File: src/rtl/fsa_pkg.sv
// ----------------------------------------------------------------------------
// fsa_pkg: shared types and constants for the five-segment averager
// Widths, the remainder-to-segment table and the divider handshake structs.
// ----------------------------------------------------------------------------
package fsa_pkg;

   localparam int MAX_FRAMES_DEF = 128;
   localparam int NUM_SEG        = 5;
   localparam int SAMPLE_W       = 16;
   localparam int SEG_W          = 3;
   localparam int COUNT_W        = 8;
   localparam int ITER_W         = $clog2(SAMPLE_W);

   localparam logic [COUNT_W-1:0] FRAME_RESET = COUNT_W'(NUM_SEG);
   localparam logic [SEG_W-1:0]   SEG_FIRST   = '0;
   localparam logic [SEG_W-1:0]   SEG_LAST    = SEG_W'(NUM_SEG - 1);
   localparam logic [SEG_W-1:0]   SEG_END     = SEG_W'(NUM_SEG);

   // floor(c / 5) == (c * 205) >> 10 for every 8-bit c
   localparam logic [COUNT_W-1:0] RECIP_5     = 8'd205;
   localparam int                 RECIP_SHIFT = 10;
   localparam int                 QUOT_W      = 2 * COUNT_W - RECIP_SHIFT;

   // bit k set: segment k takes one extra sample, indexed by count % 5
   localparam logic [NUM_SEG-1:0] EXTRA_MASK [NUM_SEG] = '{
      5'h00, 5'h01, 5'h11, 5'h15, 5'h17
   };

   typedef struct packed {
      logic start;   // load operands and begin
      logic ack;     // quotient taken, return to idle
   } div_ctrl_type;

   typedef struct packed {
      logic done;    // quotient valid, held until ack
   } div_stat_type;

   // Does segment seg get one of the remainder samples?
   function automatic logic has_extra(input logic [SEG_W-1:0] rem,
                                      input logic [SEG_W-1:0] seg);
      logic [NUM_SEG-1:0] mask;
      mask = (rem < SEG_W'(NUM_SEG)) ? EXTRA_MASK[rem] : '0;
      return (seg < SEG_W'(NUM_SEG)) ? mask[seg] : 1'b0;
   endfunction

endpackage

File: src/rtl/fsa_div.sv
// ----------------------------------------------------------------------------
// fsa_div: iterative signed-by-unsigned divider
// Restoring division, one quotient bit per cycle, truncated toward zero.
// ----------------------------------------------------------------------------
module fsa_div import fsa_pkg::*; #(
   parameter int LEN_W = 5
) (
   input  logic                       clock,
   input  logic                       reset,
   input  div_ctrl_type               ctrl,
   input  logic signed [SAMPLE_W-1:0] dividend,
   input  logic [LEN_W-1:0]           divisor,
   output div_stat_type               stat,
   output logic signed [SAMPLE_W-1:0] quotient
);

   typedef enum logic [1:0] {D_IDLE, D_RUN, D_DONE} state_type;

   state_type               state_ff, state_in;
   logic [SAMPLE_W-1:0]     quo_ff, quo_in;
   logic [LEN_W-1:0]        rem_ff, rem_in;
   logic [LEN_W-1:0]        div_ff, div_in;
   logic [ITER_W-1:0]       iter_ff, iter_in;
   logic                    neg_ff, neg_in;

   logic [LEN_W:0]          trial;
   logic [LEN_W:0]          diff;
   logic                    ge;

   // one restoring step
   assign trial = {rem_ff, quo_ff[SAMPLE_W-1]};
   assign diff  = trial - {1'b0, div_ff};
   assign ge    = (trial >= {1'b0, div_ff});

   always_comb begin
      state_in = state_ff;
      quo_in   = quo_ff;
      rem_in   = rem_ff;
      div_in   = div_ff;
      iter_in  = iter_ff;
      neg_in   = neg_ff;
      case (state_ff)
         D_IDLE: begin
            if (ctrl.start) begin
               neg_in   = dividend[SAMPLE_W-1];
               quo_in   = dividend[SAMPLE_W-1] ? SAMPLE_W'(-dividend) : SAMPLE_W'(dividend);
               rem_in   = '0;
               div_in   = divisor;
               iter_in  = '0;
               state_in = D_RUN;
            end
         end
         D_RUN: begin
            rem_in  = ge ? diff[LEN_W-1:0] : trial[LEN_W-1:0];
            quo_in  = {quo_ff[SAMPLE_W-2:0], ge};
            iter_in = iter_ff + 1'b1;
            if (iter_ff == ITER_W'(SAMPLE_W - 1)) begin
               state_in = D_DONE;
            end
         end
         D_DONE: begin
            if (ctrl.ack) begin
               state_in = D_IDLE;
            end
         end
         default: begin
            state_in = D_IDLE;
         end
      endcase
   end

   always_ff @(posedge clock) begin
      if (reset) begin
         state_ff <= D_IDLE;
      end else begin
         state_ff <= state_in;
      end
      quo_ff  <= quo_in;
      rem_ff  <= rem_in;
      div_ff  <= div_in;
      iter_ff <= iter_in;
      neg_ff  <= neg_in;
   end

   assign stat.done = (state_ff == D_DONE);
   assign quotient  = neg_ff ? SAMPLE_W'(-quo_ff) : quo_ff;

endmodule

File: src/rtl/five_segment_average.sv
// ----------------------------------------------------------------------------
// five_segment_average: truncated mean over five segments of a sample run
// Sums samples per segment and divides each finished sum by its length.
// ----------------------------------------------------------------------------
// A run of csr_wr_data samples (clamped to 5..MAX_FRAMES) is split into five
// segments of count/5 samples, the remainder adding one sample to segments
// {0}, {0,4}, {0,2,4} or {0,1,2,4}. A sample that does not finish a segment
// is added to the segment sum. A sample that finishes one starts the shared
// bit-serial divider, which loads its operands, steps through the quotient
// bits and hands off the result, with req_ready low throughout; the handoff
// waits while the previous result is still held in the output register, and
// the quotient then moves into that register. The fifth result carries
// rsp_last_segment; later samples are taken and dropped until the next csr
// write, which also restarts the run.
module five_segment_average import fsa_pkg::*; #(
   parameter int MAX_FRAMES = MAX_FRAMES_DEF
) (
   input  logic                       clock,
   input  logic                       reset,
   input  logic                       req_valid,
   output logic                       req_ready,
   input  logic signed [SAMPLE_W-1:0] req_sample,
   output logic                       rsp_valid,
   input  logic                       rsp_ready,
   output logic signed [SAMPLE_W-1:0] rsp_average,
   output logic [SEG_W-1:0]           rsp_segment_index,
   output logic                       rsp_last_segment,
   input  logic                       csr_wr_en,
   input  logic [COUNT_W-1:0]         csr_wr_data
);

   localparam int               LEN_W = $clog2(MAX_FRAMES / NUM_SEG + 2);
   localparam logic [COUNT_W-1:0] MAX_C = COUNT_W'(MAX_FRAMES);

   typedef enum logic {S_TAKE, S_DIV} state_type;

   state_type                 state_ff, state_in;
   logic [COUNT_W-1:0]        count_ff, count_in;
   logic [SAMPLE_W-1:0]       sum_ff, sum_in;
   logic [LEN_W-1:0]          fill_ff, fill_in;
   logic [SEG_W-1:0]          seg_ff, seg_in;
   logic                      rsp_valid_ff, rsp_valid_in;
   logic signed [SAMPLE_W-1:0] rsp_avg_ff, rsp_avg_in;
   logic [SEG_W-1:0]          rsp_seg_ff, rsp_seg_in;
   logic                      rsp_last_ff, rsp_last_in;
   logic signed [SAMPLE_W-1:0] div_num_ff, div_num_in;

   logic [COUNT_W-1:0]        eff_count;
   logic [2*COUNT_W-1:0]      recip_prod;
   logic [QUOT_W-1:0]         base_len;
   logic [SEG_W-1:0]          rem5;
   logic [LEN_W-1:0]          seg_len;
   logic [SAMPLE_W-1:0]       sum_next;
   logic [LEN_W-1:0]          fill_next;
   logic                      req_xfer;
   logic                      out_free;

   div_ctrl_type              div_ctrl;
   div_stat_type              div_stat;
   logic signed [SAMPLE_W-1:0] div_quo;

   // segment length from the clamped run count
   always_comb begin
      eff_count = count_ff;
      if (eff_count < COUNT_W'(NUM_SEG)) begin
         eff_count = COUNT_W'(NUM_SEG);
      end
      if (eff_count > MAX_C) begin
         eff_count = MAX_C;
      end
      recip_prod = {{COUNT_W{1'b0}}, eff_count} * {{COUNT_W{1'b0}}, RECIP_5};
      base_len   = recip_prod[2*COUNT_W-1:RECIP_SHIFT];
      rem5       = SEG_W'(eff_count - COUNT_W'(base_len) * COUNT_W'(NUM_SEG));
      seg_len    = LEN_W'(base_len) + LEN_W'(has_extra(rem5, seg_ff));
   end

   assign req_ready = (state_ff == S_TAKE);
   assign req_xfer  = req_valid && req_ready;
   assign out_free  = !rsp_valid_ff || rsp_ready;
   assign sum_next  = sum_ff + req_sample;
   assign fill_next = fill_ff + 1'b1;

   // divider handshake
   always_comb begin
      div_ctrl.start = (state_ff == S_DIV) && !div_stat.done;
      div_ctrl.ack   = (state_ff == S_DIV) && div_stat.done && out_free;
   end

   // sequencer
   always_comb begin
      state_in     = state_ff;
      count_in     = count_ff;
      sum_in       = sum_ff;
      fill_in      = fill_ff;
      seg_in       = seg_ff;
      div_num_in   = div_num_ff;
      rsp_valid_in = rsp_valid_ff && !rsp_ready;
      rsp_avg_in   = rsp_avg_ff;
      rsp_seg_in   = rsp_seg_ff;
      rsp_last_in  = rsp_last_ff;
      case (state_ff)
         S_TAKE: begin
            if (req_xfer && seg_ff != SEG_END) begin
               if (fill_next >= seg_len) begin
                  div_num_in = sum_next;
                  sum_in     = '0;
                  fill_in    = '0;
                  state_in   = S_DIV;
               end else begin
                  sum_in  = sum_next;
                  fill_in = fill_next;
               end
            end
         end
         S_DIV: begin
            if (div_ctrl.ack) begin
               rsp_valid_in = 1'b1;
               rsp_avg_in   = div_quo;
               rsp_seg_in   = seg_ff;
               rsp_last_in  = (seg_ff == SEG_LAST);
               seg_in       = seg_ff + 1'b1;
               state_in     = S_TAKE;
            end
         end
         default: begin
            state_in = S_TAKE;
         end
      endcase
      // register write restarts the run
      if (csr_wr_en) begin
         count_in = csr_wr_data;
         sum_in   = '0;
         fill_in  = '0;
         seg_in   = SEG_FIRST;
      end
   end

   always_ff @(posedge clock) begin
      if (reset) begin
         state_ff     <= S_TAKE;
         count_ff     <= FRAME_RESET;
         sum_ff       <= '0;
         fill_ff      <= '0;
         seg_ff       <= SEG_FIRST;
         rsp_valid_ff <= 1'b0;
      end else begin
         state_ff     <= state_in;
         count_ff     <= count_in;
         sum_ff       <= sum_in;
         fill_ff      <= fill_in;
         seg_ff       <= seg_in;
         rsp_valid_ff <= rsp_valid_in;
      end
      div_num_ff  <= div_num_in;
      rsp_avg_ff  <= rsp_avg_in;
      rsp_seg_ff  <= rsp_seg_in;
      rsp_last_ff <= rsp_last_in;
   end

   fsa_div #(
      .LEN_W (LEN_W)
   ) u_div (
      .clock    (clock),
      .reset    (reset),
      .ctrl     (div_ctrl),
      .dividend (div_num_ff),
      .divisor  (seg_len),
      .stat     (div_stat),
      .quotient (div_quo)
   );

   assign rsp_valid         = rsp_valid_ff;
   assign rsp_average       = rsp_avg_ff;
   assign rsp_segment_index = rsp_seg_ff;
   assign rsp_last_segment  = rsp_last_ff;

endmodule

File: config.mk
export PLATFORM = sky130hd
export DESIGN_NAME = five_segment_average
export DESIGN_NICKNAME = d
export VERILOG_FILES = /design/src/rtl/fsa_pkg.sv /design/src/rtl/fsa_div.sv /design/src/rtl/five_segment_average.sv
export SDC_FILE = /design/constraint.sdc
export NUM_CORES = 1
export LEC_CHECK = 0
export BUFFER_PORTS_ARGS = -buffer_cell sky130_fd_sc_hd__clkbuf_2
export CORE_MARGIN = 1
export CORE_UTILIZATION = 40
export DETAILED_ROUTE_END_ITERATION = 10
export PLACE_DENSITY = 0.54
export SLEW_MARGIN = 20
export SYNTH_ARGS = -nofsm -noshare
export SYNTH_HDL_FRONTEND = slang
export SYNTH_SLANG_ARGS = --single-unit
File: constraint.sdc
create_clock -name clock -period 9.9 [get_ports clock]
set_input_delay 0.495 -clock clock [delete_from_list [all_inputs] [get_ports clock]]
set_output_delay 0.495 -clock clock [all_outputs]
set_load 0.01 [all_outputs]
---- Yosys cells after proc, flatten, opt, wreduce, memory -nomap -nowiden ----
Memory sizes are Yosys's and may differ from the RTL's.
Cells that the tools add are included.
word-level totals
  output and inout bits ................... 22
  bits in registers ....................... 103
  bits in read-only memories .............. 40
  memories kept ........................... 1
memories
  memory           depth  bits a word  read ports  clocked after Yosys merged registers in  write ports  RTL line       source
  (no name shown)  8      5            1           0                                        0            fsa_pkg.sv:42  mask = (rem < SEG_W'(NUM_SEG)) ? EXTRA_MASK[rem] : '0;
operators by class
  equal/unequal tests ..................... 8
  $add $sub $neg .......................... 9
  bitwise operators ....................... 2
  multipliers ............................. 2
  reduce and logical (&&, ||, !) cells .... 19
  muxes and demuxes ....................... 29
  $lt $le $gt $ge ......................... 8
operator list
  operator                                                     count
  2-to-1 mux 16 bit                                            4
  negator 16 bit                                               2
  case mux 16 bit (2 select lines)                             1
  2-to-1 mux 5 bit                                             6
  adder 16 bit                                                 1
  multiplier 8 x 8 -> 16 bit (second input constant)           1
  2-to-1 mux 8 bit                                             2
  case mux 5 bit (2 select lines)                              1
  greater-than comparator 8 bit (second input constant)        1
  less-than comparator 8 x 3 -> 1 bit (second input constant)  1
  case mux 4 bit (2 select lines)                              1
  AND reduction 2 bit                                          4
  2-to-1 mux 1 bit                                             7
  greater-or-equal comparator 6 x 5 -> 1 bit                   1
  logical AND 1 bit                                            6
  less-than comparator 3 bit (second input constant)           2
  multiplier 6 x 3 -> 3 bit (second input constant)            1
  2-to-1 mux 2 bit                                             3
  case mux 2 bit (3 select lines)                              1
  AND reduction 3 bit                                          2
  adder 5 x 1 -> 5 bit                                         1
  adder 5 x 1 -> 5 bit (second input constant)                 1
  greater-or-equal comparator 5 bit                            1
  subtractor 5 bit                                             1
  22 further kinds                                             25

---- Longest topological paths before layout ----
  depth after elaboration ................. 20
  mapped depth ............................ 36
  depth with buffers taken out ............ 35

---- Cells and area by module ----
From an unflattened synthesis, not the netlist that was laid out.
second synthesis, totals
  cell total of the unflattened synthesis .. 674
  area, all modules ....................... 6774.0 µm²
modules (own cells, without submodules)
  module                area each (µm²)  cells an instance  instances  sequential area each (µm²)
  five_segment_average  4650.7           459                1          1761.7
  fsa_div               2123.3           215                1          970.9

---- Worst setup path before layout ----
No wires, ideal clock.
  kind .................................... register to register
  from .................................... register count_ff[3]
  to ...................................... register div_num_ff[0] (enable)
  required time ........................... 9510 ps
  clock period less this slack ............ 8169 ps
  stages on the path, launching flop included .. 33
  path buffers ............................ 0
  arrival ................................. 7779 ps
  path slack .............................. 1731 ps
  cell sequence ........................... dfxtp_1 > nor4_2 > nand2b_1 > and3_1 > ha_1 > fa_1 > fa_1 > inv_1 > fa_1 > inv_1 > ha_1 > a21o_1 > a21o_1 > a21o_1 > xor2_1 > ha_1 > inv_1 > fa_1 > xnor2_1 > xnor2_1 > xnor2_1 > o211ai_1 > o31ai_1 > ha_1 > ha_1 > nor2b_1 > maj3_2 > a222oi_1 > o21a_1 > xnor2_1 > ha_1 > a21oi_2 > nor2_1
on the way
  cells in the longest elaborated chain, start to end .. 18
  elaborated cells on any way between the ends .. 19
  classes of those cells .................. add/sub: 2; mul: 2; order compare: 4; mux: 8; bitwise: 1; reduce/logical: 1; memory: 1
RTL lines
  what                                                 RTL line                     source
  start: declaration                                   five_segment_average.sv:38   logic [COUNT_W-1:0] count_ff, count_in;
  start signal: assignment                             five_segment_average.sv:148  count_ff <= count_in;
  less-than comparator 8 x 3 -> 1 bit                  five_segment_average.sv:65   if (eff_count < COUNT_W'(NUM_SEG)) begin
  2-to-1 mux 8 bit *                                   five_segment_average.sv:65
  greater-than comparator 8 bit                        five_segment_average.sv:68   if (eff_count > MAX_C) begin
  2-to-1 mux 8 bit *                                   five_segment_average.sv:68
  multiplier 8 x 8 -> 16 bit                           five_segment_average.sv:71   recip_prod = {{COUNT_W{1'b0}}, eff_count} * {{COUNT_W{1'b0}}, RECIP_5};
  multiplier 6 x 3 -> 3 bit                            five_segment_average.sv:73   rem5 = SEG_W'(eff_count - COUNT_W'(base_len) * COUNT_W'(NUM_SEG));
  subtractor 3 bit                                     five_segment_average.sv:73
  NOT 3 -> 4 bit (implied by the code)                 fsa_pkg.sv:42
  memory (8 x 5 bit)                                   --
  2-to-1 mux 5 bit (implied by the code) (2 in a row)  fsa_pkg.sv:42
  2-to-1 mux 5 bit                                     fsa_pkg.sv:42
  binary-select mux 1 bit (select 3 bit)               fsa_pkg.sv:43                return (seg < SEG_W'(NUM_SEG)) ? mask[seg] : 1'b0;
  2-to-1 mux 1 bit (implied by the code)               fsa_pkg.sv:43
  2-to-1 mux 1 bit                                     fsa_pkg.sv:43
  adder 5 x 1 -> 5 bit *                               five_segment_average.sv:74   seg_len = LEN_W'(base_len) + LEN_W'(has_extra(rem5, seg_ff));
  greater-or-equal comparator 5 bit *                  five_segment_average.sv:104  if (fill_next >= seg_len) begin
  AND reduction 3 bit (no source line) *               --
  end signal: assignment                               five_segment_average.sv:154  div_num_ff <= div_num_in;
  end: declaration                                     five_segment_average.sv:46   logic signed [SAMPLE_W-1:0] div_num_ff, div_num_in;
Every way passes the cells marked *; elsewhere a longest branch is shown, timed or not. The select of a mux whose other input is x is not followed.
A chain may end at the register's enable or synchronous reset.

---- Worst setup path in the final report ----
  from .................................... register count_ff[3]
  to ...................................... register sum_ff[15]
on the way
  cells in the longest elaborated chain, start to end .. 18
  elaborated cells on any way between the ends .. 19
  classes of those cells .................. add/sub: 2; mul: 2; order compare: 4; mux: 9; bitwise: 1; memory: 1
RTL lines
  what                                                 RTL line                     source
  less-than comparator 8 x 3 -> 1 bit                  five_segment_average.sv:65
  2-to-1 mux 8 bit *                                   five_segment_average.sv:65
  greater-than comparator 8 bit                        five_segment_average.sv:68
  2-to-1 mux 8 bit *                                   five_segment_average.sv:68
  multiplier 8 x 8 -> 16 bit                           five_segment_average.sv:71
  multiplier 6 x 3 -> 3 bit                            five_segment_average.sv:73
  subtractor 3 bit                                     five_segment_average.sv:73
  NOT 3 -> 4 bit (implied by the code)                 fsa_pkg.sv:42
  memory (8 x 5 bit)                                   --
  2-to-1 mux 5 bit (implied by the code) (2 in a row)  fsa_pkg.sv:42
  2-to-1 mux 5 bit                                     fsa_pkg.sv:42
  binary-select mux 1 bit (select 3 bit)               fsa_pkg.sv:43
  2-to-1 mux 1 bit (implied by the code)               fsa_pkg.sv:43
  2-to-1 mux 1 bit                                     fsa_pkg.sv:43
  adder 5 x 1 -> 5 bit *                               five_segment_average.sv:74
  greater-or-equal comparator 5 bit *                  five_segment_average.sv:104
  2-to-1 mux 16 bit *                                  five_segment_average.sv:104
  end signal: assignment                               five_segment_average.sv:149  sum_ff <= sum_in;
  end: declaration                                     five_segment_average.sv:39   logic [SAMPLE_W-1:0] sum_ff, sum_in;
Marks and branches as above.

==> metrics <==
clock slew at reported path FFs 0.07 ns; initial core utilization 0.408; Setup CP Type flop to flop; share of post-route cells with drive strength above 1 0.121; GR Overflow Total 0; Detailed Route WL 13.0 mm; Via density 4.94; most frequent cells in the layout ha_1 (72), edfxtp_1 (67), inv_1 (63), nand2_1 (62), nor2_1 (53); post-route setup TNS 0 ns; port bufs 50; status finished, final reports clean; DRT antenna net count 0; die area 17,400 um^2; worst path arrival time 9.04 ns; P_leak 3.17 nW; Area Overhead vs Synth 11.7%; most used cell, CP ha_1; Clock Tree Buf Depth 2; Setup Viol. Count Final 0; CP Capture Type flop; Rel. slew slack 0.324; commonest non-fill, non-tap cell in the layout ha_1; drt wl/cell 13.6 um; fillers 1,562; unrepaired setup endpoints after global routing no; nets 845; minimum clock period 8.75 ns; clk sink count 103; Clock Skew 0.00771 ns; Hold-fix buffers, CTS 0; postcts setup bufs 0; post-synth top area share 0.298; DR vias 4,720; Buf+Inv Stages, Crit Path 4; synth top area cells edfxtp_1 (30%), ha_1 (13%), dfxtp_1 (11%); pin count of the biggest net entering global routing 34; row count 47; CP top delay family adder cells; Critical Path Slowest Stage Cell fa_1; final design utilization 0.455; Max Clk Rate 114 MHz; die width 132 um; first-pass GRT wire length 21.9 mm; Period Utilization, post-route 0.884; root buffer cell clkbuf_16; Hold Crit Class input pin to flop; H-Tree Depth 3; CTS tree done; Starting DRT DRC Count 202; Synth Flop Type edfxtp_1; Yosys top cell by area edfxtp_1; Net Count, Synth 800; vias in the first global route 4,549; CTS resizes 0; DRC viols 0; chip height 132 um; Ys Warns 0; final hold vios 0; critical path required time 10.19 ns; CP Launch Type flop; Pwr Density 272 nW/um^2; GP Congestion 0.849; clk_lat worst skew 0.35 ns; Post-Syn Area 6740 um^2; syn_area_per_cell 9.84 um^2; FF+latch count, synth 103; total core area 16,500 um^2; Inserted Diodes 0; GR Util All Layers 0.159; worst slew pin tran 1.01 ns; Pre-antenna DRT Iters 4; Max Cap Violations 0; cells after synthesis 685; max-slew violations 0; fraction of registers with async set/reset 0; Num CTS Buffers 9; Seq/Total Area, Yosys 0.405; Post-synth EDFFs 67; CP peak stage delay 0.52 ns; dpl hpwl 10.2 mm; maximum VDD drop 0.145 mV; CP max FO 16; I/O pin count 51; initial antenna violation count 0; Synth cell types 60
## synthesized netlist by cell type, types with 2 or more instances
cell type / count
o21ai_0: 37
a21oi_1: 34
mux2i_1: 9
nand2_1: 62
fa_1: 14
o41ai_1: 2
xnor2_1: 37
nor3_1: 13
and3_1: 5
nor2_1: 54
nand2b_1: 10
a211oi_1: 2
dfxtp_1: 36
o21a_1: 2
or3b_1: 2
or2_2: 6
or4_1: 4
edfxtp_1: 67
buf_1: 2
clkbuf_1: 17
nor2b_1: 15
inv_1: 63
xor2_1: 25
a211oi_2: 2
o31ai_1: 6
a22oi_1: 8
a31oi_1: 4
o21ai_1: 3
a21o_1: 10
or3_1: 6
nand3b_1: 2
ha_1: 72
a211o_1: 3
nand3_1: 21
and2_1: 5
## report_power, final
group	switching [W]	internal (W)
logic	0.000541	0.000429
clock network	0.000164	0.000199
registers	0.0000890	0.000627
total	0.000794	0.00126
## metrics by stage
| step | total power, W | cell area (um^2) | std cells | setup slack [ns] | hold slack, ns |
|---|---|---|---|---|---|
| finish | 0.00205 | 7530 | 955 | 1.15 | 0.349 |
| CTS | 0.00208 | 7520 | 955 | 1.09 | 0.333 |
| detailed placement | 0.00170 | 7220 | 939 | 1.14 | 0.449 |
| global route | 0.00223 | 7530 | 955 | 0.593 | 0.345 |
| floorplan | 0.00147 | 6740 | 685 | 1.73 | 0.436 |
| global placement | 0.00168 | 7220 | 939 | 1.31 | 0.445 |
## routing by layer
layer | vias to the layer above | wire length (um) | global-route usage
met5 | - | 0 | 0
met4 | 0 | 178 | 0.0523
met3 | 12 | 333 | 0.0311
met2 | 61 | 6030 | 0.262
met1 | 2171 | 6450 | 0.208
li1 | 2476 | - | -
## state kept, by name, indices dropped and copies added (netlist names), 2 cells and up
name and cells:
u_div.div_ff 5, u_div.quo_ff 16, sum_ff 16, u_div.iter_ff 4, u_div.state_ff 2, seg_ff 3, u_div.rem_ff 5, rsp_average 16
rsp_segment_index 3, fill_ff 5, div_num_ff 16, count_ff 8
## worst paths after layout
| kind | cells past startpoint | slack (ns) | endpoint | start |
|---|---|---|---|---|
| setup reg to reg | 35 | 1.15 | sum_ff[15] | count_ff[3] |
| hold / removal | 2 | 0.35 | count_ff[2] | csr_wr_data[2] |
| hold reg to reg | 2 | 0.46 | sum_ff[2] | sum_ff[2] |
| setup / recovery | 35 | 1.15 | sum_ff[15] | count_ff[3] |
## worst reg2reg max path, delay by kind of cell (launching register included)
family | cells | cell delay (ns)
fa+ha+maj | 11 | 3.78
simple gates | 6 | 1.76
compound gates | 9 | 1.55
xor+xnor | 5 | 0.90
buf+inv | 4 | 0.35
flops | 1 | 0.33
## cell type report
class	count	area (um^2)	share of cell area
Timing Repair Buffer	54	280	0.0372
Inverter	63	236	0.0314
Multi-Input combinational cell	499	3700	0.491
Clock inverter	7	77.6	0.0103
Tap cell	220	275	0.0366
Clock buffer	9	225	0.0299
Sequential cell	103	2730	0.363
## cells by family after synthesis
| group | Yosys count | share of synthesized area |
|---|---|---|
| flops | 103 | 0.405 |
| other cells | 1 | 0.000556 |
| buf+inv | 83 | 0.0464 |
| mux | 9 | 0.0134 |
| fa+ha+maj | 87 | 0.177 |
| compound gates | 129 | 0.126 |
| xor+xnor | 62 | 0.0806 |
| simple gates | 211 | 0.151 |
Power figures use the tool's default switching activity.
